### config.mk
export PLATFORM = sky130hd
export DESIGN_NAME = r2bf_back
export DESIGN_NICKNAME = d
export VERILOG_FILES = /design/src/rtl/r2bf_pkg.sv /design/src/rtl/r2bf_back.sv
export SDC_FILE = /design/constraint.sdc
export NUM_CORES = 2
export LEC_CHECK = 0
export ABC_AREA = 1
export CORE_UTILIZATION = 68
export DETAILED_ROUTE_END_ITERATION = 16
export DONT_BUFFER_PORTS = 1
export HOLD_SLACK_MARGIN = 0.02
export PLACE_DENSITY = 0.81
export SETUP_SLACK_MARGIN = 0.4
export SYNTH_ARGS = -nofsm -noshare
export SYNTH_HDL_FRONTEND = slang
export SYNTH_SLANG_ARGS = --single-unit
### constraint.sdc
create_clock -name clk -period 14.3 [get_ports clk]
set_input_delay 0.715 -clock clk [delete_from_list [all_inputs] [get_ports clk]]
set_output_delay 0.715 -clock clk [all_outputs]
set_load 0.1 [all_outputs]
### src/rtl/r2bf_pkg.sv
// ----------------------------------------------------------------------------
// r2bf_pkg
// Shared types, sizes and elaboration-time twiddle math for the scaled
// radix-2 butterfly stage.
// ----------------------------------------------------------------------------
package r2bf_pkg;

    localparam int SAMPLE_BITS     = 16;
    localparam int FRAC_BITS       = SAMPLE_BITS - 1;
    localparam int FFT_POINTS_DEF  = 1024;
    localparam int QUEUE_DEPTH     = 4;
    localparam int QPTR_W          = $clog2(QUEUE_DEPTH);
    localparam int QCNT_W          = $clog2(QUEUE_DEPTH + 1);

    localparam logic [63:0] PI_Q60        = 64'h3243F6A8885A308D;
    localparam logic [63:0] INV_SQRT2_Q60 = 64'h0B504F333F9DE648;

    typedef struct packed {
        logic signed [SAMPLE_BITS-1:0] a_real;
        logic signed [SAMPLE_BITS-1:0] a_imag;
        logic signed [SAMPLE_BITS-1:0] b_real;
        logic signed [SAMPLE_BITS-1:0] b_imag;
        logic                          frame_end;
    } pair_t;

    typedef struct packed {
        logic signed [SAMPLE_BITS-1:0] sum_real;
        logic signed [SAMPLE_BITS-1:0] sum_imag;
        logic signed [SAMPLE_BITS-1:0] diff_real;
        logic signed [SAMPLE_BITS-1:0] diff_imag;
        logic                          frame_end_out;
    } result_t;

    // one queued job: the input pair plus the twiddle looked up for it
    typedef struct packed {
        pair_t                         item;
        logic signed [SAMPLE_BITS-1:0] tw_real;
        logic signed [SAMPLE_BITS-1:0] tw_imag;
    } work_t;

    typedef struct packed {
        logic              full;
        logic              empty;
        logic [QCNT_W-1:0] count;
    } queue_status_t;

    // Q60 product, bits 123:60 of the full 128-bit result
    function automatic logic [63:0] mul_q60(input logic [63:0] a, input logic [63:0] b);
        logic [127:0] prod;
        prod = {64'd0, a} * {64'd0, b};
        return prod[123:60];
    endfunction

    // shift-subtract divide, used only while building the rom
    function automatic logic [63:0] div_u64(input logic [63:0] num, input logic [63:0] den);
        logic [64:0] rem;
        logic [63:0] quo;
        int          i;
        rem = '0;
        quo = '0;
        for (i = 63; i >= 0; i--)
        begin
            rem = {rem[63:0], num[i]};
            if (rem >= {1'b0, den})
            begin
                rem    = rem - {1'b0, den};
                quo[i] = 1'b1;
            end
        end
        return quo;
    endfunction

    // non-negative Q60 to Q1.F, round half up, clip at 2^F-1
    function automatic logic [63:0] q60_to_frac(input logic [63:0] v);
        logic [63:0] r;
        logic [63:0] top;
        r   = (v + (64'd1 << (59 - FRAC_BITS))) >> (60 - FRAC_BITS);
        top = (64'd1 << FRAC_BITS) - 64'd1;
        return (r > top) ? top : r;
    endfunction

    localparam logic [SAMPLE_BITS-1:0] SCALE = SAMPLE_BITS'(q60_to_frac(INV_SQRT2_Q60));

    // rom entry k: {cos, -sin} of 2*pi*k/n, each Q1.F
    function automatic logic [2*SAMPLE_BITS-1:0] twiddle_entry(input int n_points, input int k);
        logic [63:0] q;
        logic [63:0] p;
        logic [63:0] rem;
        logic [63:0] frac;
        logic [63:0] x;
        logic [63:0] x2;
        logic [63:0] term;
        logic [63:0] s;
        logic [63:0] c;
        logic [63:0] wr;
        logic [63:0] wi;
        logic        flip;
        int          n;
        q    = 64'(n_points);
        p    = 64'(2 * k);
        flip = 1'b0;
        if (4 * k > n_points)
        begin
            p    = q - p;
            flip = 1'b1;
        end
        rem  = p;
        frac = '0;
        for (n = 0; n < 60; n++)
        begin
            rem  = rem << 1;
            frac = frac << 1;
            if (rem >= q)
            begin
                rem     = rem - q;
                frac[0] = 1'b1;
            end
        end
        x    = mul_q60(PI_Q60, frac);
        x2   = mul_q60(x, x);
        term = x;
        s    = x;
        for (n = 1; n < 30 && term != 0; n++)
        begin
            term = div_u64(mul_q60(term, x2), 64'((2 * n) * (2 * n + 1)));
            if (n % 2 == 1)
                s = s - term;
            else
                s = s + term;
        end
        term = 64'd1 << 60;
        c    = term;
        for (n = 1; n < 30 && term != 0; n++)
        begin
            term = div_u64(mul_q60(term, x2), 64'((2 * n - 1) * (2 * n)));
            if (n % 2 == 1)
                c = c - term;
            else
                c = c + term;
        end
        if (s > (64'd1 << 62))
            s = '0;
        if (c > (64'd1 << 62))
            c = '0;
        wr = flip ? (64'd0 - q60_to_frac(c)) : q60_to_frac(c);
        wi = 64'd0 - q60_to_frac(s);
        return {wr[SAMPLE_BITS-1:0], wi[SAMPLE_BITS-1:0]};
    endfunction

endpackage

### src/rtl/r2bf_back.sv
// ----------------------------------------------------------------------------
// r2bf_back
// Five-stage butterfly datapath: twiddle multiply, round, add/subtract,
// 1/sqrt2 scale, round and saturate. The whole pipe holds on output stall.
// ----------------------------------------------------------------------------
module r2bf_back (
    input  logic                clk,
    input  logic                rst_n,
    input  r2bf_pkg::work_t     head,
    input  logic                queue_empty,
    output logic                pop,
    output logic                result_valid,
    input  logic                result_ready,
    output r2bf_pkg::result_t   result
);

    localparam int SB  = r2bf_pkg::SAMPLE_BITS;
    localparam int F   = r2bf_pkg::FRAC_BITS;
    localparam int PW  = 2 * SB;          // twiddle product
    localparam int BW  = PW + 1 - F;      // rounded b*w
    localparam int SW  = BW + 1;          // a +/- b*w
    localparam int PRW = SW + SB + 1;     // scaled sum
    localparam int RW  = PRW - F;         // rounded scaled sum

    localparam logic signed [PW:0]    RND_P  = {{(PW + 1 - F){1'b0}}, 1'b1, {(F - 1){1'b0}}};
    localparam logic signed [PRW-1:0] RND_S  = {{(PRW - F){1'b0}}, 1'b1, {(F - 1){1'b0}}};
    localparam logic signed [RW-1:0]  SAT_HI = {{(RW - F){1'b0}}, {F{1'b1}}};
    localparam logic signed [RW-1:0]  SAT_LO = {{(RW - F){1'b1}}, {F{1'b0}}};
    localparam logic signed [SB:0]    SCALE_S = {1'b0, r2bf_pkg::SCALE};

    function automatic logic signed [SB-1:0] round_sat(input logic signed [PRW-1:0] p);
        logic signed [PRW-1:0] t;
        logic signed [RW-1:0]  r;
        t = p + RND_S;
        r = t[PRW-1:F];
        if (r > SAT_HI)
            r = SAT_HI;
        else if (r < SAT_LO)
            r = SAT_LO;
        return r[SB-1:0];
    endfunction

    logic advance;
    logic v1_reg;
    logic v2_reg;
    logic v3_reg;
    logic v4_reg;
    logic v5_reg;

    // stage 1
    logic signed [PW-1:0] p_rr_reg;
    logic signed [PW-1:0] p_ii_reg;
    logic signed [PW-1:0] p_ri_reg;
    logic signed [PW-1:0] p_ir_reg;
    logic signed [SB-1:0] ar1_reg;
    logic signed [SB-1:0] ai1_reg;
    logic                 last1_reg;
    // stage 2
    logic signed [PW:0]   re_sum;
    logic signed [PW:0]   im_sum;
    logic signed [BW-1:0] bwr_reg;
    logic signed [BW-1:0] bwi_reg;
    logic signed [SB-1:0] ar2_reg;
    logic signed [SB-1:0] ai2_reg;
    logic                 last2_reg;
    // stage 3
    logic signed [SW-1:0] sr_reg;
    logic signed [SW-1:0] si_reg;
    logic signed [SW-1:0] dr_reg;
    logic signed [SW-1:0] di_reg;
    logic                 last3_reg;
    // stage 4
    logic signed [PRW-1:0] psr_reg;
    logic signed [PRW-1:0] psi_reg;
    logic signed [PRW-1:0] pdr_reg;
    logic signed [PRW-1:0] pdi_reg;
    logic                  last4_reg;
    // stage 5
    r2bf_pkg::result_t     result_reg;

    assign advance      = !v5_reg || result_ready;
    assign pop          = advance && !queue_empty;
    assign result_valid = v5_reg;
    assign result       = result_reg;

    assign re_sum = (PW + 1)'(p_rr_reg) - (PW + 1)'(p_ii_reg) + RND_P;
    assign im_sum = (PW + 1)'(p_ri_reg) + (PW + 1)'(p_ir_reg) + RND_P;

    always_ff @(posedge clk or negedge rst_n)
    begin
        if (!rst_n)
        begin
            v1_reg <= 1'b0;
            v2_reg <= 1'b0;
            v3_reg <= 1'b0;
            v4_reg <= 1'b0;
            v5_reg <= 1'b0;
        end
        else if (advance)
        begin
            v1_reg <= !queue_empty;
            v2_reg <= v1_reg;
            v3_reg <= v2_reg;
            v4_reg <= v3_reg;
            v5_reg <= v4_reg;
        end
    end

    always_ff @(posedge clk)
    begin
        if (advance)
        begin
            p_rr_reg  <= head.item.b_real * head.tw_real;
            p_ii_reg  <= head.item.b_imag * head.tw_imag;
            p_ri_reg  <= head.item.b_real * head.tw_imag;
            p_ir_reg  <= head.item.b_imag * head.tw_real;
            ar1_reg   <= head.item.a_real;
            ai1_reg   <= head.item.a_imag;
            last1_reg <= head.item.frame_end;

            // floor after adding half an lsb
            bwr_reg   <= re_sum[PW:F];
            bwi_reg   <= im_sum[PW:F];
            ar2_reg   <= ar1_reg;
            ai2_reg   <= ai1_reg;
            last2_reg <= last1_reg;

            sr_reg    <= SW'(ar2_reg) + SW'(bwr_reg);
            si_reg    <= SW'(ai2_reg) + SW'(bwi_reg);
            dr_reg    <= SW'(ar2_reg) - SW'(bwr_reg);
            di_reg    <= SW'(ai2_reg) - SW'(bwi_reg);
            last3_reg <= last2_reg;

            psr_reg   <= sr_reg * SCALE_S;
            psi_reg   <= si_reg * SCALE_S;
            pdr_reg   <= dr_reg * SCALE_S;
            pdi_reg   <= di_reg * SCALE_S;
            last4_reg <= last3_reg;

            result_reg.sum_real      <= round_sat(psr_reg);
            result_reg.sum_imag      <= round_sat(psi_reg);
            result_reg.diff_real     <= round_sat(pdr_reg);
            result_reg.diff_imag     <= round_sat(pdi_reg);
            result_reg.frame_end_out <= last4_reg;
        end
    end

endmodule

## Word-level counts from Yosys, hierarchy flattened

Cells that the tools add are included.

| cells by class | value |
|---|---|
| $add $sub $neg | 12 |
| multiply operators | 8 |
| $lt $le $gt $ge | 8 |
| muxes and demuxes | 4 |
| reductions and logical operators | 4 |

Operators with widths:

| cell | number |
|---|---|
| adder 36 x 16 -> 36 bit, second input constant | 4 |
| multiplier 19 x 15 -> 34 bit, second input constant | 4 |
| multiplier 16 x 16 -> 32 bit | 4 |
| > comparator 21 x 16 -> 1 bit, second input constant | 4 |
| < comparator 21 x 16 -> 1 bit, second input constant | 4 |
| adder 33 x 16 -> 33 bit, second input constant | 2 |
| 2-to-1 mux 16 bit | 4 |
| adder 16 x 18 -> 19 bit | 2 |
| subtractor 16 x 18 -> 19 bit | 2 |
| adder 32 x 32 -> 33 bit | 1 |
| subtractor 32 x 32 -> 33 bit | 1 |
| zero test 1 bit | 2 |
| logical AND 1 bit | 1 |
| logical OR 1 bit | 1 |

| word-level totals | value |
|---|---|
| register bits after elaboration | 518 |
| input bits | 101 |
| output and inout bits | 67 |
| logic and storage cells | 68 |

## Longest topological paths before layout

| depth | value |
|---|---|
| word-level depth | 3 |
| mapped depth | 26 |
| mapped depth without buffers | 25 |

## Least setup slack after synthesis

OpenSTA, ideal clock, no wires.

| path | value |
|---|---|
| kind | reg-to-reg |
| start | reg v5_reg, in the netlist result_valid |
| end | reg v4_reg |
| data arrival time | 10134 ps |
| required time | 13753 ps |
| setup slack | 3619 ps |
| cell stages (with the launch flop) | 5 |
| period minus slack after synthesis | 10681 ps |
| cell sequence | dfrtp_1 > inv_1 > nor2_1 > inv_1 > o21ai_0 |

| between the ends | value |
|---|---|
| word-level cells in the longest chain between the ends | 2 |

RTL lines:

| item | RTL line | source |
|---|---|---|
| from (decl) | r2bf_back.sv:48 | `logic v5_reg;` |
| from (signal assigned) | r2bf_back.sv:105 | `v5_reg <= v4_reg;` |
| zero test 1 bit | r2bf_back.sv:81 | `assign advance = !v5_reg \|\| result_ready;` |
| logical OR 1 bit | r2bf_back.sv:81 |  |
| to (signal assigned) | r2bf_back.sv:104 | `v4_reg <= v3_reg;` |
| to (decl) | r2bf_back.sv:47 | `logic v4_reg;` |

Every way passes these cells.
A chain may end at the register's enable or synchronous reset.

## Worst setup path in the final report

| path | value |
|---|---|
| start | in head[31] (netlist name) |
| end | reg p_ir_reg[31], data pin |

| between the ends | value |
|---|---|
| word-level cells in the longest chain between the ends | 1 |

RTL lines:

| item | RTL line | source |
|---|---|---|
| from (decl) | r2bf_back.sv:9 | `input r2bf_pkg::work_t head,` |
| multiplier 16 x 16 -> 32 bit | r2bf_back.sv:116 | `p_ir_reg <= head.item.b_imag * head.tw_real;` |
| to (signal assigned) | r2bf_back.sv:116 |  |
| to (decl) | r2bf_back.sv:54 | `logic signed [PW-1:0] p_ir_reg;` |

Every way passes these cells.

==> summary.md <==
| Metric | Value |
|---|---|
| Area of the multi-input gates | 0.06077 mm2 |
| P&R area growth vs syn | 3.367% |
| Synth top area share | 0.3093 |
| Ports | 168 |
| Vias per cell | 5.508 |
| CTS Buf Count | 52 |
| Post-synth top cells | 2,910 x inv_1, 2,297 x nand2_1, 1,335 x fa_1 |
| GRT Residual Overflow | 0 |
| Critical path arrival | 6.80 ns |
| Initial antenna violation count | 2 |
| Startpoint types | primary input |
| Critical path required time | 14.70 ns |
| Placed cell area | 0.08763 mm2 |
| CTS tree | built |
| Full die area | 0.1285 mm2 |
| Worst rel slew slack | 0.1820 |
| Synth unique cells | 50 |
| Slew Viols, Final | 0 |
| FF/Latch Area | 0.01379 mm2 |
| Max Buffers Root-to-Sink | 3 |
| Max Cap Viol | 0 |
| Worst r2r src | sr_reg[18] |
| Main flop type after synthesis | edfxtp_1 |
| Layout cells sized above 1 | 0.01294 |
| H-tree Lvls | 2 |
| WL final | 213.6 mm |
| Clock root buffer | clkbuf_16 |
| Worst clock skew | 0.02702 ns |
| Fin crit share | 0.4476 |
| Status | finished, final reports clean |
| Largest area contributor in the netlist | fa_1 |
| FF-to-FF setup slack | 8.97 ns |
| Post-synth EDFFs | 455 |
| Worst slew pin tran | 1.219 ns |
| GRT Overall Usage | 0.3442 |
| R2R depth | 18 |
| Clk sink count | 460 |
| Highest Clock Rate | 156.2 MHz |
| Placed insts | 11.91k |
| Core Box Area | 0.1259 mm2 |
| Final Setup Violations | 0 |
| Mean routed wirelength per cell | 17.80 um |
| Non-Filler Instances | 12.00k |
| Final Hold Vio Count | 0 |
| Cell row count | 130 |
| FF-to-FF End | psr_reg[34] |
| Die Y | 358.5 um |
| Hold Path Origin | head[32] |
| RSZ-0062 raised after global routing | false |
| Via count | 66.11k |
| Antenna viol nets, final | 0 |
| Asr flop ratio synth | 0.01087 |
| Synth top area cells | fa_1 31%, edfxtp_1 16%, ha_1 15% |
| Top-count cell post-synth | inv_1 |
| DRC errors left | 0 |
| First DRT Iteration DRCs | 5,159 |
| CP Class | in -> reg |
| Seq/Total Area, Yosys | 0.1596 |
| Drt pass-1 iters | 6 |
| Fin nets | 12.81k |
| YS warnings | 0 |
| Flops & latches, synth | 460 |
| Setup Buffers After CTS | 0 |
| Initial Util | 0.6863 |
| Synthesized area | 0.08640 mm2 |
| Skew-Pair Late Insertion Delay | 0.64 ns |
| Final design area excluding fillers | 0.08931 mm2 |
| Ant. Diodes | 0 |
| Routability congestion estimate from global placement | 0.9638 |
| Setup_tns | 0 ns |
| Hold Path Class | in -> reg |
| Max reg flops | 65 |
| Critical Path End Type | flip-flop |
| Hold Path Depth | 0 |
| Syn Nets | 12.97k |
| Die width | 358.5 um |
| Syn Area/Cell | 8.253 um2 |
| Worst-path clk slew | 0.07 ns |
| Tmin final | 6.401 ns |
| Worst Path Max Fanout | 28 |
| Hold path endpoint | last1_reg |
| Syn Inst Count | 10.47k |
| DP Wirelength | 176.3 mm |
| Number of global-route vias before repair | 69.94k |
| Fill cells | 9,806 |
| Port bufs | 0 |
| Largest net degree at the start of global routing | 111 |
| Global-route wire length before repair | 351.2 mm |
## worst max-delay path by stage
stage	from	end	cells after the start
CTS	head[31]	p_ir_reg[31]	21
detailed placement	head[31]	p_ir_reg[31]	21
finish	head[31]	p_ir_reg[31]	21
floorplan	result_valid	v4_reg	4
global placement	head[31]	p_ir_reg[31]	21
global route	head[31]	p_ir_reg[29]	19
## metrics by stage
stage | worst slack, ns | hold WS, ns | utilization
global placement | 7.435 | 0.4009 | 0.6961
floorplan | 3.619 | 0.4003 | -
finish | 7.899 | 0.1649 | 0.7094
global route | 7.624 | 0.1332 | 0.7094
CTS | 7.948 | 0.1204 | 0.7094
detailed placement | 7.290 | 0.4045 | 0.6961
## metal layers
layer	wire length (um)	global-route usage	vias to the layer above
met5	13	0	-
met2	101000	0.5788	2583
met3	17420	0.05416	493
met1	86650	0.4504	31950
met4	8582	0.1272	2
li1	-	-	31080
## area by class of cell
type / instances / share of cell area
tap: 1650 / 0.02312
multi-input combinational: 6873 / 0.6805
clock inverter: 36 / 0.003502
clock buffer: 60 / 0.01514
inverter: 2914 / 0.1226
timing repair buffer: 9 / 0.0007846
sequential: 460 / 0.1544
## kinds of logic (layout without fill, tap and decap cells)
logic type	Yosys count	in the layout	synth area share
compound gates	767	767	0.05034
xor+xnor	295	295	0.02990
fa+ha+maj	2402	2402	0.4638
buf+inv	3136	3019	0.1370
flops	460	460	0.1596
simple gates	3409	3409	0.1593
## placed cells by master (no fill, tap or decap), types with 5 or more instances in the layout
master        n
inv_1      2909
nand2_1    2297
fa_1       1335
ha_1       1067
nor2_1      564
edfxtp_1    455
a21oi_1     352
nand3_1     306
xor2_1      229
o21ai_0     197
nand4_1      79
nor3_1       73
o21bai_1     66
xnor2_1      66
a21o_1       53
clkbuf_16    53
a31oi_1      29
nor4_1       25
a21boi_0     23
o21a_1       18
or2_2        16
o31ai_1      13
nand3b_1     13
clkinv_1     10
nand2_2      10
inv_6         8
clkinv_2      8
buf_4         8
clkbuf_1      7
o211ai_1      5
and3_1        5
nor2_4        5
dfrtp_1       5
## worst max-delay path, stage by stage
cell and delay [ns]:
clkinv_1 0.90, or2_2 0.71, fa_1 0.44, fa_1 0.54, fa_1 0.53, inv_1 0.06, fa_1 0.51, inv_1 0.05
fa_1 0.48, inv_1 0.05, fa_1 0.45, ha_1 0.38, inv_1 0.10, nor3_1 0.28, nand2_1 0.11, nor3_1 0.14
nand2_1 0.07, nand3_1 0.12, inv_1 0.05, nand2_1 0.06, nand2_1 0.04
## repair_timing
action | in CTS | in global routing
hold endpoints to repair | 5 | 0
hold buffers | 1 | 0
resized for setup | 0 | 0
Power is not shown: default switching activity piles up to over one toggle a cycle in this logic, so the estimate is an artifact.
