File: src/rtl/r2bf_pkg.sv
// ----------------------------------------------------------------------------
// r2bf_pkg
// Shared types, sizes and elaboration-time twiddle math for the scaled
// radix-2 butterfly stage.
// ----------------------------------------------------------------------------
package r2bf_pkg;

    localparam int SAMPLE_BITS     = 16;
    localparam int FRAC_BITS       = SAMPLE_BITS - 1;
    localparam int FFT_POINTS_DEF  = 1024;
    localparam int QUEUE_DEPTH     = 4;
    localparam int QPTR_W          = $clog2(QUEUE_DEPTH);
    localparam int QCNT_W          = $clog2(QUEUE_DEPTH + 1);

    localparam logic [63:0] PI_Q60        = 64'h3243F6A8885A308D;
    localparam logic [63:0] INV_SQRT2_Q60 = 64'h0B504F333F9DE648;

    typedef struct packed {
        logic signed [SAMPLE_BITS-1:0] a_real;
        logic signed [SAMPLE_BITS-1:0] a_imag;
        logic signed [SAMPLE_BITS-1:0] b_real;
        logic signed [SAMPLE_BITS-1:0] b_imag;
        logic                          frame_end;
    } pair_t;

    typedef struct packed {
        logic signed [SAMPLE_BITS-1:0] sum_real;
        logic signed [SAMPLE_BITS-1:0] sum_imag;
        logic signed [SAMPLE_BITS-1:0] diff_real;
        logic signed [SAMPLE_BITS-1:0] diff_imag;
        logic                          frame_end_out;
    } result_t;

    // one queued job: the input pair plus the twiddle looked up for it
    typedef struct packed {
        pair_t                         item;
        logic signed [SAMPLE_BITS-1:0] tw_real;
        logic signed [SAMPLE_BITS-1:0] tw_imag;
    } work_t;

    typedef struct packed {
        logic              full;
        logic              empty;
        logic [QCNT_W-1:0] count;
    } queue_status_t;

    // Q60 product, bits 123:60 of the full 128-bit result
    function automatic logic [63:0] mul_q60(input logic [63:0] a, input logic [63:0] b);
        logic [127:0] prod;
        prod = {64'd0, a} * {64'd0, b};
        return prod[123:60];
    endfunction

    // shift-subtract divide, used only while building the rom
    function automatic logic [63:0] div_u64(input logic [63:0] num, input logic [63:0] den);
        logic [64:0] rem;
        logic [63:0] quo;
        int          i;
        rem = '0;
        quo = '0;
        for (i = 63; i >= 0; i--)
        begin
            rem = {rem[63:0], num[i]};
            if (rem >= {1'b0, den})
            begin
                rem    = rem - {1'b0, den};
                quo[i] = 1'b1;
            end
        end
        return quo;
    endfunction

    // non-negative Q60 to Q1.F, round half up, clip at 2^F-1
    function automatic logic [63:0] q60_to_frac(input logic [63:0] v);
        logic [63:0] r;
        logic [63:0] top;
        r   = (v + (64'd1 << (59 - FRAC_BITS))) >> (60 - FRAC_BITS);
        top = (64'd1 << FRAC_BITS) - 64'd1;
        return (r > top) ? top : r;
    endfunction

    localparam logic [SAMPLE_BITS-1:0] SCALE = SAMPLE_BITS'(q60_to_frac(INV_SQRT2_Q60));

    // rom entry k: {cos, -sin} of 2*pi*k/n, each Q1.F
    function automatic logic [2*SAMPLE_BITS-1:0] twiddle_entry(input int n_points, input int k);
        logic [63:0] q;
        logic [63:0] p;
        logic [63:0] rem;
        logic [63:0] frac;
        logic [63:0] x;
        logic [63:0] x2;
        logic [63:0] term;
        logic [63:0] s;
        logic [63:0] c;
        logic [63:0] wr;
        logic [63:0] wi;
        logic        flip;
        int          n;
        q    = 64'(n_points);
        p    = 64'(2 * k);
        flip = 1'b0;
        if (4 * k > n_points)
        begin
            p    = q - p;
            flip = 1'b1;
        end
        rem  = p;
        frac = '0;
        for (n = 0; n < 60; n++)
        begin
            rem  = rem << 1;
            frac = frac << 1;
            if (rem >= q)
            begin
                rem     = rem - q;
                frac[0] = 1'b1;
            end
        end
        x    = mul_q60(PI_Q60, frac);
        x2   = mul_q60(x, x);
        term = x;
        s    = x;
        for (n = 1; n < 30 && term != 0; n++)
        begin
            term = div_u64(mul_q60(term, x2), 64'((2 * n) * (2 * n + 1)));
            if (n % 2 == 1)
                s = s - term;
            else
                s = s + term;
        end
        term = 64'd1 << 60;
        c    = term;
        for (n = 1; n < 30 && term != 0; n++)
        begin
            term = div_u64(mul_q60(term, x2), 64'((2 * n - 1) * (2 * n)));
            if (n % 2 == 1)
                c = c - term;
            else
                c = c + term;
        end
        if (s > (64'd1 << 62))
            s = '0;
        if (c > (64'd1 << 62))
            c = '0;
        wr = flip ? (64'd0 - q60_to_frac(c)) : q60_to_frac(c);
        wi = 64'd0 - q60_to_frac(s);
        return {wr[SAMPLE_BITS-1:0], wi[SAMPLE_BITS-1:0]};
    endfunction

endpackage

File: src/rtl/r2bf_queue.sv
// ----------------------------------------------------------------------------
// r2bf_queue
// Small job queue between the front and the arithmetic pipeline.
// ----------------------------------------------------------------------------
module r2bf_queue (
    input  logic                      clk,
    input  logic                      rst_n,
    input  logic                      push,
    input  r2bf_pkg::work_t           push_data,
    input  logic                      pop,
    output r2bf_pkg::work_t           head,
    output r2bf_pkg::queue_status_t   status
);

    localparam int DEPTH = r2bf_pkg::QUEUE_DEPTH;
    localparam int PTR_W = r2bf_pkg::QPTR_W;
    localparam int CNT_W = r2bf_pkg::QCNT_W;

    r2bf_pkg::work_t  slot_reg [DEPTH];
    logic [PTR_W-1:0] wr_ptr_reg;
    logic [PTR_W-1:0] rd_ptr_reg;
    logic [CNT_W-1:0] count_reg;
    logic [CNT_W-1:0] count_next;

    always_comb
    begin
        case ({push, pop})
            2'b10:   count_next = CNT_W'(count_reg + 1'b1);
            2'b01:   count_next = CNT_W'(count_reg - 1'b1);
            default: count_next = count_reg;
        endcase
    end

    always_ff @(posedge clk or negedge rst_n)
    begin
        if (!rst_n)
        begin
            wr_ptr_reg <= '0;
            rd_ptr_reg <= '0;
            count_reg  <= '0;
        end
        else
        begin
            if (push)
                wr_ptr_reg <= PTR_W'(wr_ptr_reg + 1'b1);
            if (pop)
                rd_ptr_reg <= PTR_W'(rd_ptr_reg + 1'b1);
            count_reg <= count_next;
        end
    end

    always_ff @(posedge clk)
    begin
        if (push)
            slot_reg[wr_ptr_reg] <= push_data;
    end

    assign head         = slot_reg[rd_ptr_reg];
    assign status.full  = (count_reg == CNT_W'(DEPTH));
    assign status.empty = (count_reg == '0);
    assign status.count = count_reg;

endmodule

File: config.mk
export PLATFORM = sky130hd
export DESIGN_NAME = r2bf_queue
export DESIGN_NICKNAME = d
export VERILOG_FILES = /design/src/rtl/r2bf_pkg.sv /design/src/rtl/r2bf_queue.sv
export SDC_FILE = /design/constraint.sdc
export NUM_CORES = 1
export LEC_CHECK = 0
export CAP_MARGIN = 5
export CORE_MARGIN = 4
export CORE_UTILIZATION = 40
export DETAILED_ROUTE_END_ITERATION = 10
export DONT_BUFFER_PORTS = 1
export PLACE_DENSITY = 0.61
export SLEW_MARGIN = 20
export SYNTH_ARGS = -nofsm -noshare
export SYNTH_HDL_FRONTEND = slang
export SYNTH_SLANG_ARGS = --single-unit
File: constraint.sdc
create_clock -name clk -period 6 [get_ports clk]
set_input_delay 0.6 -clock clk [delete_from_list [all_inputs] [get_ports clk]]
set_output_delay 0.6 -clock clk [all_outputs]
set_load 0.05 [all_outputs]
Yosys cells after proc, flatten, opt, wreduce, memory -nomap -nowiden
Memories as Yosys holds them, arrays and structs flattened.
Cells that the tools add are included.
- equal/unequal tests: 3
- reduce and logical (&&, ||, !) cells: 2
- add/sub/neg operators: 4
- multiplexer cells: 3
- operators by type and width (kind ; number):
    3-bit case mux with 2 select lines ; 1
    2-bit by 1-bit adder with 2-bit output (second input constant) ; 2
    3-bit by 1-bit adder with 3-bit output (second input constant) ; 1
    3-bit equality test (second input constant) ; 1
    3-bit logical NOT ; 1
    3-bit by 1-bit subtractor with 3-bit output (second input constant) ; 1
    2-bit by 1-bit equality test with 1-bit output (second input constant) ; 1
    2-bit equality test (second input constant) ; 1
    1-bit two-way mux ; 2
    2-bit nonzero test ; 1
- output and inout port bits: 102
- memories kept: 1
- flip-flop bits (word level): 7
- input port bits: 101
- logic and storage cells: 16
- RAM bits: 388
- memories (memory ; depth ; width ; rd ports ; clocked after memory_dff ; write ports ; line ; text):
    slot_reg ; 4 ; 97 ; 1 ; 0 ; 1 ; r2bf_queue.sv:19 ; r2bf_pkg::work_t slot_reg [DEPTH];

Longest topological paths before layout
Gate-level depths: netlist (run 1).
- depth in word-level cells: 2
- depth in mapped cells: 7
- mapped depth without buffers: 7

Worst setup path before layout (run 1)
Ideal clock, no wire load.
- path kind: register to register
- start: register wr_ptr_reg[0]
- end: memory slot_reg[0][0] (netlist name), enable pin
- slack: 2.669 ns
- arrival: 2.865 ns
- library setup time: 0.466 ns
- clock period less this slack: 3.331 ns
- path buffers: 0
- stages on the path, launching flop included: 4
- data required time: 5.534 ns
- cell sequence: dfrtp_1 inv_1 ha_1 and2_1
- RTL lines (element ; line ; text):
    from (decl) ; r2bf_queue.sv:20 ; logic [PTR_W-1:0] wr_ptr_reg;
    from (signal assigned) ; r2bf_queue.sv:45 ; wr_ptr_reg <= PTR_W'(wr_ptr_reg + 1'b1);
    to (decl) ; r2bf_queue.sv:19 ;
No word-level cell before the write port.

==> results by group, run 1 <==
Run status
  – Outcome: completed

Synthesis
  – Mapped cell area: 0.0144 mm2
  – Count of state elements after synthesis: 395
  – Synth area leader: edfxtp_1
  – Register area share after synthesis: 82.3%
  – Net Count, Synth: 651
  – Synth Warn #: 0
  – Synth Instances: 544
  – Netlist cell types: 20
  – Synth top area cells: edfxtp_1 81%, mux4_2 15%, dfrtp_1 1.2%, ha_1 0.44%, buf_2 0.42%
  – Average size of a mapped cell: 26.4 um2
  – Top-area cell type share of the netlist area: 81.1%

Clock network
  – CTS Buffer Depth: 3
  – Total CTS buffers: 41
  – Clk_lat worst skew: 0.54 ns
  – Root Driver: clkbuf_16
  – Clock-pin slew of the registers on the worst-case setup and hold paths: 0.05 ns
  – Clock Sinks: 395
  – Cts repair resizes: 0
  – H-tree Lvls: 2
  – TritonCTS clock tree: built

Worst setup path
  – R2r setup slk: 3.52 ns
  – CP max-delay cell: dfrtp_4
  – Worst R2R End: slot_reg[1][90]$_DFFE_PP_
  – Reg-to-reg startpoint: wr_ptr_reg[1]$_DFFE_PN0P_
  – Crit end category: primary output
  – Critical Path Fanout Max: 61
  – Worst setup path class: flop to primary output
  – CP Data Arrival Time: 2.87 ns
  – Max incr delay on CP: 0.93 ns
  – WP data required: 5.40 ns
  – Critical path launch point type: flop
  – Crit-path cells: buf_12, mux4_2
  – Reg2Reg Depth: 4

STA
  – Fin. Hold Viols: 0
  – Tightest Pin Transition: 0.961 ns
  – Clock Skews: 0.0118 ns
  – Achievable frequency: 0.288 GHz
  – Tcrit/Tclk final: 57.8%
  – Worst rel slew slack: 35.9%
  – Tmin final: 3.47 ns
  – RSZ-0062 raised after global routing: no
  – Final Max Slew Viols: 0
  – Setup TNS Final: 0 ns
  – Setup violators final: 0

Run
  – Max-Cap Viols: 0

Layout
  – Nets: 680
  – Ant. Diodes: 0
  – Fin util: 45.8%
  – Filler Cell Count: 2838
  – Sequential Area: 0.0118 mm2
  – Multi-input combinational cell area: 0.00239 mm2
  – Final instance area: 0.0162 mm2
  – Max reg flops: 388
  – Synthesis-to-finish area growth: 13.0%
  – Final Non-Filler Cells: 1061
  – Fraction of layout instances using a drive strength above 1: 28.2%

Power and ir drop
  – PD cells: 588 mW/mm2
  – Pwr Total: 9.55 mW
  – Leakage: 5.10 nW
  – VDD IR max: 341 uV

Floorplan
  – Die Ht: 198 um
  – Starting density of the core: 40.5%
  – FP Rows: 69
  – Num ports: 203
  – Area of the core: 0.0355 mm2
  – Die extent in x: 198 um
  – Die area: 0.0390 mm2

Global route
  – Total grt overflow: 0
  – GRT Resource Usage Total: 13.4%
  – Initial antenna violation count: 0
  – Largest net degree at the start of global routing: 62
  – First-pass GRT wire length: 38900 um
  – Vias in the first global route: 6089

Worst hold path
  – Hold Crit Class: primary input to flop
  – Worst Hold End: rd_ptr_reg[0]$_DFFE_PN0P_
  – Worst hold start: pop
  – Worst Hold Depth: 1

Routing
  – Drt pass-1 iters: 4
  – DR vias: 5610
  – DR WL/cell: 24.5 um
  – DR vias/cell: 5.29
  – Initial drt markers: 340
  – Final WL: 26000 um
  – Detailed-route DRC error count: 0
  – Final ANT Viol Nets: 0

Place
  – Port Buffers: 0
  – GP Congestion: 0.794
  – Post-DP HPWL: 16100 um
  – Cell Area, Placed: 0.0149 mm2
  – Inst Count DP: 990
repair_timing:
action	CTS	global route
hold buffers	1	0
hold endpoints to repair	7	0
buffers inserted	0	0
power breakdown:
group	switching, mW	internal, mW
sequential	0.313	3.62
clock	0.972	1.51
combinational	2.35	0.784
worst max path at each step:
| stage | from | end | slack, ns | cells after the start |
|---|---|---|---|---|
| floorplan | wr_ptr_reg[0]$_DFFE_PN0P_ | slot_reg[0][0]$_DFFE_PP_ | 2.67 | 3 |
| global placement | rd_ptr_reg[0]$_DFFE_PN0P_ | head[64] | 3.08 | 2 |
| finish | rd_ptr_reg[0]$_DFFE_PN0P_ | head[37] | 2.53 | 2 |
| CTS | rd_ptr_reg[0]$_DFFE_PN0P_ | head[51] | 2.40 | 2 |
| detailed placement | rd_ptr_reg[0]$_DFFE_PN0P_ | head[51] | 2.99 | 2 |
| global route | rd_ptr_reg[0]$_DFFE_PN0P_ | head[48] | 2.30 | 2 |
layout make-up:
class / instances / area share [%]
Sequential cell: 395 / 72.9
Multi-Input combinational cell: 121 / 14.7
Clock buffer: 46 / 6.70
Tap cell: 461 / 3.55
Clock inverter: 24 / 1.55
Timing Repair Buffer: 8 / 0.462
Inverter: 6 / 0.139
per-stage QoR:
stage               hold WS, ns  setup WS (ns)
floorplan                 0.304           2.67
global placement          0.305           3.08
global route              0.104           2.30
CTS                      0.0977           2.40
finish                    0.143           2.53
detailed placement        0.305           2.99
cells in the final DEF, fill, tap and decap left out, types with 3 or more instances in the layout:
master,Yosys,routed
and2_4,0,4
buf_4,1,6
bufinv_16,0,5
clkbuf_1,6,3
clkbuf_16,0,43
clkinv_1,0,8
clkinv_2,0,7
dfrtp_1,7,5
edfxtp_1,388,388
ha_1,5,5
inv_1,6,6
mux4_2,97,97
nand2_1,3,3
xor2_1,4,4
cell usage after synthesis, drive strengths merged:
| cell | number |
|---|---|
| dfrtp | 7 |
| and2 | 4 |
| clkbuf | 6 |
| fa | 1 |
| and3 | 1 |
| buf | 16 |
| o21ai | 2 |
| nor3 | 1 |
| ha | 5 |
| xor2 | 4 |
| nor2 | 1 |
| inv | 6 |
| xnor2 | 2 |
| edfxtp | 388 |
| nand2 | 3 |
| mux4 | 97 |
logic make-up after synthesis:
| logic type | share of synthesized area (%) |
|---|---|
| fa+ha+maj | 0.575 |
| buf+inv | 1.11 |
| flops | 82.3 |
| simple gates | 0.357 |
| xor+xnor | 0.366 |
| compound gates | 0.0697 |
| mux | 15.2 |
layer usage:
layer / routed length, um / part of all wire (%) / GRT usage [%]
met2: 12500 / 48 / 20.5
met1: 10100 / 39 / 17.1
met3: 2750 / 11 / 6.24
met5: 0 / 0 / 0
met4: 635 / 2.4 / 4.26
worst max-delay path, delay by kind of cell, from the launching register on:
family                 cells  cell delay [ns]
buffers and inverters      1             0.41
multiplexers               1             0.76
flip-flops                 1             0.93
Note: power is estimated with default switching activity, not from simulation.
==> inputs of run 2 (changes only) <==
==> constraint.sdc (replaced) <==
create_clock -name clk -period 3.4 [get_ports clk]
set_input_delay 0.34 -clock clk [delete_from_list [all_inputs] [get_ports clk]]
set_output_delay 0.34 -clock clk [all_outputs]
set_load 0.05 [all_outputs]
==> results by group, run 2 (same netlist as run 1, synthesis figures left out) <==
Place
  – Port Buffers: 0 (unchanged)
  – GP Congestion: 0.721 (was 0.794)
  – Post-DP HPWL: 16200 um (was 16100 um)
  – Inst Count DP: 994 (was 990)

Global route
  – First-pass GRT wire length: 40800 um (was 38900 um)
  – Global routing usage on met3: 3.58% (was 6.24%)
  – Largest net degree at the start of global routing: 90 (was 62)
  – Vias in the first global route: 6645 (was 6089)
  – GRT Resource Usage Total: 13.9% (was 13.4%)
  – Busiest grt layer: met2 (unchanged)
  – Total grt overflow: 0 (unchanged)
  – Met1 usage: 17.8% (was 17.1%)
  – Met2 GRT Util: 23.0% (was 20.5%)
  – Initial antenna violation count: 2 (was 0)

STA
  – Setup TNS Final: 0 ns (unchanged)
  – RSZ-0062 raised after global routing: no (unchanged)
  – Tightest Pin Transition: 0.654 ns (was 0.961 ns)
  – Clock Skews: 0.0118 ns (about the same)
  – Worst rel slew slack: 56.4% (was 35.9%)
  – Tcrit/Tclk final: 78.0%
  – Fin. Hold Viols: 0 (unchanged)
  – Tmin final: 2.65 ns
  – Setup violators final: 0 (unchanged)
  – Final Max Slew Viols: 0 (unchanged)
  – Achievable frequency: 0.377 GHz

Layout
  – Sequential Area: 0.0118 mm2 (unchanged)
  – Fin util: 48.7% (was 45.8%)
  – Multi-input combinational cell area: 0.00239 mm2 (unchanged)
  – Fraction of layout instances using a drive strength above 1: 23.4% (was 28.2%)
  – Nets: 782 (was 680)
  – Commonest non-fill, non-tap cell in the layout: edfxtp_1 (unchanged)
  – Max reg flops: 388 (unchanged)
  – Final Non-Filler Cells: 1167 (was 1061)
  – Synthesis-to-finish area growth: 20.2% (was 13.0%)
  – Filler Cell Count: 2784 (was 2838)
  – Most frequent cells in the layout: 388 x edfxtp_1, 100 x dlygate4sd3_1, 97 x mux4_2, 41 x clkbuf_16, 13 x clkinv_1 (was 388 x edfxtp_1, 97 x mux4_2, 43 x clkbuf_16, 8 x clkinv_1, 7 x clkinv_2)

Floorplan
  – Starting density of the core: 40.5% (unchanged)
  – Num ports: 203 (unchanged)
  – Die area: 0.0390 mm2 (unchanged)
  – Die extent in x: 198 um (unchanged)
  – Area of the core: 0.0355 mm2 (unchanged)
  – Die Ht: 198 um (unchanged)
  – FP Rows: 69 (unchanged)

Power and ir drop
  – Pwr Total: 16.9 mW (was 9.55 mW)
  – VDD IR max: 644 uV (was 341 uV)
  – Leakage: 5.50 nW (was 5.10 nW)
  – PD cells: 980 mW/mm2 (was 588 mW/mm2)

Routing
  – DR vias/cell: 5.18 (was 5.29)
  – Final WL: 26900 um (was 26000 um)
  – DR vias: 6042 (was 5610)
  – Final ANT Viol Nets: 0 (unchanged)
  – Initial drt markers: 314 (was 340)
  – DR WL/cell: 23.1 um (was 24.5 um)
  – Drt pass-1 iters: 4 (unchanged)
  – Detailed-route DRC error count: 0 (unchanged)

Clock network
  – Clock Sinks: 395 (unchanged)
  – H-tree Lvls: 2 (unchanged)
  – Root Driver: clkbuf_16 (unchanged)
  – Cts repair resizes: 0 (unchanged)
  – Clk_lat worst skew: 0.53 ns (was 0.54 ns)
  – Total CTS buffers: 40 (was 41)
  – CTS Buffer Depth: 3 (unchanged)
  – Clock-pin slew of the registers on the worst-case setup and hold paths: 0.06 ns (was 0.05 ns)
  – TritonCTS clock tree: built (unchanged)

Worst hold path
  – Hold Crit Class: primary input to flop (unchanged)

Worst setup path
  – WP data required: 3.06 ns (was 5.40 ns)
  – Max incr delay on CP: 0.75 ns (was 0.93 ns)
  – CP Data Arrival Time: 2.31 ns (was 2.87 ns)
  – CP delay by family, top: multiplexers (was flip-flops)
  – Worst setup path class: flop to primary output (unchanged)
  – CP max-delay cell: mux4_2 (was dfrtp_4)
  – Buf+Inv Stages, Crit Path: 1 (unchanged)
  – Critical Path Fanout Max: 52 (was 61)
  – Crit end category: primary output (unchanged)
  – Critical path launch point type: flop (unchanged)
  – Crit-path cells: buf_12, mux4_2 (unchanged)

Run status
  – Outcome: completed (unchanged)

Run
  – Max-Cap Viols: 0 (unchanged)
run 2: cell count changes in the layout (fill, tap and decap cells not counted), sizes merged:
cell	previous run	this run
dlygate4sd3	1	100
clkinvlp	1	2
buf	7	11
inv	9	7
clkinv	15	16
diode	0	1
clkbuf	46	49
bufinv	5	4
run 2: worst paths after layout:
| check | start | endpoint | slack, ns | cells after the start |
|---|---|---|---|---|
| min in group asynchronous | rst_n | count_reg[1]$_DFFE_PN0P_ | 0.14 | 1 |
| worst max register to register | wr_ptr_reg[0]$_DFFE_PN0P_ | slot_reg[0][54]$_DFFE_PP_ | 1.41 | 4 |
| worst min register to register | wr_ptr_reg[0]$_DFFE_PN0P_ | wr_ptr_reg[0]$_DFFE_PN0P_ | 0.54 | 1 |
| worst min-delay path | pop | count_reg[0]$_DFFE_PN0P_ | 0.09 | 2 |
| worst max-delay path | rd_ptr_reg[0]$_DFFE_PN0P_ | head[45] | 0.75 | 2 |
| max in group asynchronous | rst_n | rd_ptr_reg[0]$_DFFE_PN0P_ | 2.98 | 1 |
run 2: what timing repair did:
action | in CTS | in global routing
buffers inserted | 0 | 0
endpoints found under the hold margin | 399 | 0
setup endpoints to repair | 0 | 0
hold buffers | 100 | 0
run 2: metrics by stage:
step	setup WS, ns	hold WS, ns	cell area, um2
after global placement	1.31	0.0447	15000
after global routing	0.604	0.0985	17300
after detailed placement	1.29	0.0447	15000
final	0.748	0.0935	17300
after floorplan	0.0691	0.0444	14400
after CTS	0.696	0.0564	17300
run 2: cell type report:
cell class                 instances  share of cell area (%)
multi-input combinational        121                    13.8
timing repair buffer             111                    6.78
tap                              461                    3.34
inverter                           6                   0.130
clock inverter                    23                    1.22
clock buffer                      49                    6.12
antenna                            1                  0.0145
sequential                       395                    68.5
run 2: per-layer routing:
metal  up-vias  wire (um)  part of all wire (%)
li1       2608          -                     -
met1      3174      10900                    40
met2       223      13600                    50
met3        35       1900                   7.0
met4         2        573                   2.1
met5         -         12                 0.045
run 2: power by group:
group	internal, mW	switching [mW]
sequential	6.37	0.341
clock	2.51	1.69
combinational	1.55	4.46
total	10.4	6.49
